<file path="src/rtl/assert_macros.svh">
// Shared assertion macros. Both expect signals named clk and rst in scope.
`ifndef ASSERT_MACROS_SVH
`define ASSERT_MACROS_SVH

// Property must hold at every clock edge outside reset.
`define ASSERT_CLK(lbl, prop, msg) \
  lbl: assert property (@(posedge clk) disable iff (rst) prop) else $error(msg);

// Condition must never be true outside reset.
`define ASSERT_NEVER(lbl, cond, msg) \
  lbl: assert property (@(posedge clk) disable iff (rst) !(cond)) else $error(msg);

`endif

</file>
<file path="src/rtl/asidp_ram.sv">
module asidp_ram #(
  parameter int WIDTH = 8,
  parameter int DEPTH = 256
) (
  input  logic                     clk,
  input  logic                     we,
  input  logic [$clog2(DEPTH)-1:0] waddr,
  input  logic [WIDTH-1:0]         wdata,
  input  logic                     re,
  input  logic [$clog2(DEPTH)-1:0] raddr,
  output logic [WIDTH-1:0]         rdata
);

  logic [WIDTH-1:0] mem [DEPTH];

  always_ff @(posedge clk) begin
    if (we) begin
      mem[waddr] <= wdata;
    end
    if (re) begin
      rdata <= mem[raddr];
    end
  end

endmodule

</file>
<file path="config.mk">
export PLATFORM = sky130hd
export DESIGN_NAME = asidp_ram
export DESIGN_NICKNAME = d
export VERILOG_FILES = /design/src/rtl/assert_macros.svh /design/src/rtl/asidp_ram.sv
export SDC_FILE = /design/constraint.sdc
export NUM_CORES = 2
export LEC_CHECK = 0
export BUFFER_PORTS_ARGS = -buffer_cell sky130_fd_sc_hd__clkbuf_2
export CAP_MARGIN = 20
export CORE_ASPECT_RATIO = 2
export CORE_UTILIZATION = 40
export DETAILED_ROUTE_END_ITERATION = 10
export RECOVER_POWER = 100
export SYNTH_ARGS = -nofsm -noshare
export SYNTH_HDL_FRONTEND = slang
export SYNTH_SLANG_ARGS = --single-unit
</file>
<file path="constraint.sdc">
create_clock -name clk -period 3.1 [get_ports clk]
set_input_delay 0.155 -clock clk [delete_from_list [all_inputs] [get_ports clk]]
set_output_delay 0.155 -clock clk [all_outputs]
set_load 0.03 [all_outputs]
</file>
# ---- Yosys cells after proc, flatten, opt, wreduce, memory -nomap -nowiden
# Memories as Yosys holds them, arrays and structs flattened. A register that Yosys moved wholly into a read port is not among the register bits.
# Cells that the tools add are included.
dict set report totals {
  n_memories 1
  word_cells 3
  output_inout_bits 8
  regBits 0
  ram_bits 2048
}
# memory words word_bits rd rd_clocked_by_memory_dff wr line_no
set mem_list {}
lappend mem_list {mem 256 8 1 1 1 asidp_ram.sv:14} ;# logic [WIDTH-1:0] mem [DEPTH];
dict set report op_classes {
  n_mux 2
}
# operator count
set ops {}
lappend ops {{1-bit two-way mux} 2}

# ---- Longest topological paths before layout
dict set report logic_depth {
  ltp_word 2
  depth_mapped 11
  ltp_nobuf 6
}

# ---- Least setup slack after synthesis
# OpenSTA, ideal clock, no wires.
dict set report synth_timing {
  path_kind {input to register}
  startpoint {input raddr[0]}
  endpoint {register rdata[2], read port of mem (data pin)}
  cell_stages 9
  t_arrival_ns 1.962
  setup_ns 0.269
  n_path_buf 4
  required_ns 2.831
  slack_ns 0.869
  path_cell_list {buf_6 -> buf_12 -> buf_8 -> buf_2 -> mux4_2 -> a22oi_1 -> a21oi_1 -> nor4_1 -> nor4_2}
}
# element line_no
set synth_lines {}
lappend synth_lines {{start: declaration} asidp_ram.sv:10} ;# input logic [$clog2(DEPTH)-1:0] raddr,
lappend synth_lines {{end: declaration} asidp_ram.sv:11} ;# output logic [WIDTH-1:0] rdata

==> impl_metrics.yaml <==
run_status:
  status: "finished with violations"
  failed_checks: "max-capacitance violations, max-slew violations, negative setup slack"
sta:
  rsz0062_at_grt: "no"
  tightest_slew_ns: 2.853
  layout_setup_ws_ns: -0.03499
  max_freq_mhz: 319.0
  finClkSkew_ns: 0.04130
  hold_viol: 0
  setup_viol: 1
  period_minus_slack_ns: 3.135
  slew-limit-headroom: -0.9020
  finalMaxSlewViolations: 794
  fin_crit_sh: 1.011
global_route:
  grt_max_degree: 114
  antenna_found_initial: 12
  grt_first_pass_wirelength_um: 308500
  grt_pass1_vias: 41780
  gr-total-overflow: 0
  grt_use_total: 0.2161
final_layout:
  layout_commonest_cell: "edfxtp_1"
  nNetsFinal: 4254
  final_area_sq_mm: 0.09048
  syn2layout_area_growth_pct: 13.62
  drive_gt1_frac: 0.2301
  stdcell_count: 6924
  layout_common_cells: "edfxtp_1 (2056), mux4_2 (454), clkbuf_1 (285)"
logic_synthesis:
  yosysSeqAreaShare: 0.7753
  synth_fa_ha_area_frac: 0
  synth-seq-cells: 2056
  yosysWarnings: 0
  synth.avg_cell_area_sq_um: 21.33
  synth_mux_area_frac: 0.1460
  yosys.area_share.xor_xnor: 0
  synth_compound_area_frac: 0.03416
  syn_nets: 3760
  synth-simple-area-share: 0.02625
  synth-edff-count: 2056
  synth_top_family_by_area: "multiplexers"
  synth_cell_types: 54
  syn_area_sq_mm: 0.07964
  synth_cells: 3733
  async_flop_share: 0
  ys.flop_type: "edfxtp_1"
critical_path:
  r2r_slack_ns: -0.03
  r2r-start: "mem[68][2]$_DFFE_PP_"
  crit_path_top_delay_cell: "nor4_1"
  start_kind: "flip-flop"
  worstRegToRegCells: 6
  cpMostUsedCell: "mux4_2"
  crit_required_ns: 3.67
  critical_path.top_delay_family: "simple AND/OR/NAND/NOR gates"
  path_buf_inv: 1
  arrival_ns: 3.70
  r2r-end: "rdata[2]$_DFFE_PP_"
  path_cells: "mux4_2 -> mux4_2 -> nor2b_1 -> nor4_1 -> clkbuf_1 -> nor4_2"
  critPathMaxStageDelay_ns: 0.94
  cp_max_fo: 1
  critPathKind: "reg2reg"
  cp-end-kind: "flip-flop"
power:
  max-vdd-ir-drop_mv: 0.4381
  p_switching_mw: 11.79
  cellLeakagePower_nw: 27.78
  swShare: 0.2141
  p_per_area_mw_per_mm2: 608.4
  seqPwrFrac: 0.558
  internal_power_mw: 43.26
  p_clk_frac: 0.387
  p_comb_frac: 0.056
cts:
  cts_tree: "built"
  clock_latency_ns: 0.82
  path_clk_slew_ns: 0.07
  h-tree-depth: 4
  cts.sinks: 2056
  cts_buffer_depth: 4
  ctsResizeCount: 0
  cts_hold_buf: 10
  cts_setup_buffers: 0
  cts_root_buf: "clkbuf_16"
  cts_buffers: 171
drt:
  drc: 0
  via_per_inst: 5.792
  wl_met3_um: 10650
  drtIter0Drc: 3851
  avgRoutedWirePerCell_um: 31.47
  drt_pass1_iterations: 5
  met2WireLength_um: 120900
  ant_nets: 0
  highest_layer: "met5"
  via_count: 40100
  drt-total-wl_um: 217900
  wl_met1_um: 71310
hold_path:
  hold_start: "waddr[3]"
  hold_end: "mem[223][2]$_DFFE_PP_"
  whs_path_depth: 5
  hp-class: "in2reg"
floorplan:
  initial_utilization: 0.4022
  die-height_um: 633.0
  io_pins: 35
  core_area_sq_mm: 0.1980
  die_w_um: 317.5
  rows: 231
  die-area_sq_mm: 0.2010
place:
  placed_area_sq_mm: 0.08625
  gp_congestion: 0.8936
  placement.io_buffers: 34
  hpwl_um: 148900
  dp_cells: 6607
flow_run:
  maxCapViolations: 14
==> worst max-delay path by stage <==
| stage | startpoint | endpoint | slack [ns] | cells after the start |
|---|---|---|---|---|
| 3_5_place_dp | raddr[1] | rdata[1]$_DFFE_PP_ | -0.40 | 9 |
| 6_report | mem[68][2]$_DFFE_PP_ | rdata[2]$_DFFE_PP_ | -0.03 | 6 |
| 5_1_grt | waddr[2] | mem[1][1]$_DFFE_PP_ | 0.05 | 7 |
| 2_1_floorplan | raddr[0] | rdata[2]$_DFFE_PP_ | 0.87 | 9 |
| 3_3_place_gp | raddr[0] | rdata[4]$_DFFE_PP_ | -0.63 | 8 |
| 4_1_cts | mem[69][2]$_DFFE_PP_ | rdata[2]$_DFFE_PP_ | 0.02 | 6 |
==> Yosys cell counts (3+ instances only) <==
cell / number / share of area
and2_1: 6 / 0.00047
o22ai_1: 28 / 0.0022
buf_6: 21 / 0.0030
edfxtp_1: 2056 / 0.78
o32ai_1: 4 / 0.00044
nor2b_1: 31 / 0.0024
a22o_1: 8 / 0.00088
nand2_1: 33 / 0.0016
o211ai_1: 10 / 0.00094
buf_4: 27 / 0.0025
buf_8: 13 / 0.0025
nand2b_1: 8 / 0.00063
clkbuf_1: 111 / 0.0052
nand3_1: 34 / 0.0021
o21ai_0: 10 / 0.00063
buf_12: 8 / 0.0020
nand4_1: 10 / 0.00079
o22a_1: 5 / 0.00055
nor4_2: 3 / 0.00047
nor2_1: 282 / 0.013
a22oi_1: 133 / 0.013
o221ai_1: 46 / 0.0051
nor4_1: 24 / 0.0019
nor3_1: 22 / 0.0014
mux4_2: 454 / 0.13
mux2i_1: 134 / 0.017
buf_1: 22 / 0.0010
or2_2: 4 / 0.00031
a211oi_1: 16 / 0.0015
a21oi_1: 96 / 0.0060
buf_2: 31 / 0.0019
a221oi_1: 13 / 0.0014
==> power by group through the flow <==
stage	combinational, mW	sequential (mW)	clock [mW]
after floorplan	1.49	31.3	0
after global placement	3.11	31.3	0
after detailed placement	3.15	31.3	0
after CTS	3.16	30.7	21.6
after global routing	3.20	30.7	22.4
final	3.08	30.7	21.3
==> per-layer routing <==
layer  vias to the layer above  track usage
met3                       485      0.02350
met1                     21490       0.2275
met4                        10       0.1277
li1                      16660            -
met5                         -            0
met2                      1463       0.4124
==> worst reg2reg max path: cells and delay by family (launching register included) <==
family	cells	cell delay, ns
simple gates	3	1.17
flops	1	0.39
buf+inv	1	0.27
mux	2	1.07
==> cells by family after synthesis <==
group           Yosys count
mux                     591
compound gates          385
buf+inv                 235
simple gates            466
flops                  2056
==> state kept, by name, indices dropped and copies added, names as in the netlist <==
register  count
mem        2048
rdata         8
==> cell type report <==
| type | count | area [sq um] |
|---|---|---|
| timing repair buffer | 554 | 3697 |
| multi-input combinational | 1442 | 16490 |
| fill | 16420 | 107500 |
| antenna | 11 | 27.53 |
| clock buffer | 203 | 4442 |
| tap | 2563 | 3207 |
| sequential | 2056 | 61740 |
| clock inverter | 93 | 865.8 |
| inverter | 2 | 7.507 |
==> metrics by stage <==
step,setup slack (ns),utilization,TNS (ns),power (mW),hold WS [ns]
after detailed placement,-0.3991,0.4356,-1.672,34.43,0.6304
after global routing,0.05124,0.4569,0,56.32,0.1086
after floorplan,0.8689,-,0,32.78,0.2539
after global placement,-0.6318,0.4356,-2.436,34.39,0.6343
after CTS,0.02293,0.4629,0,55.41,0.01133
final,-0.03499,0.4570,-0.03499,55.05,0.06112
Power figures use the tool's default switching activity.
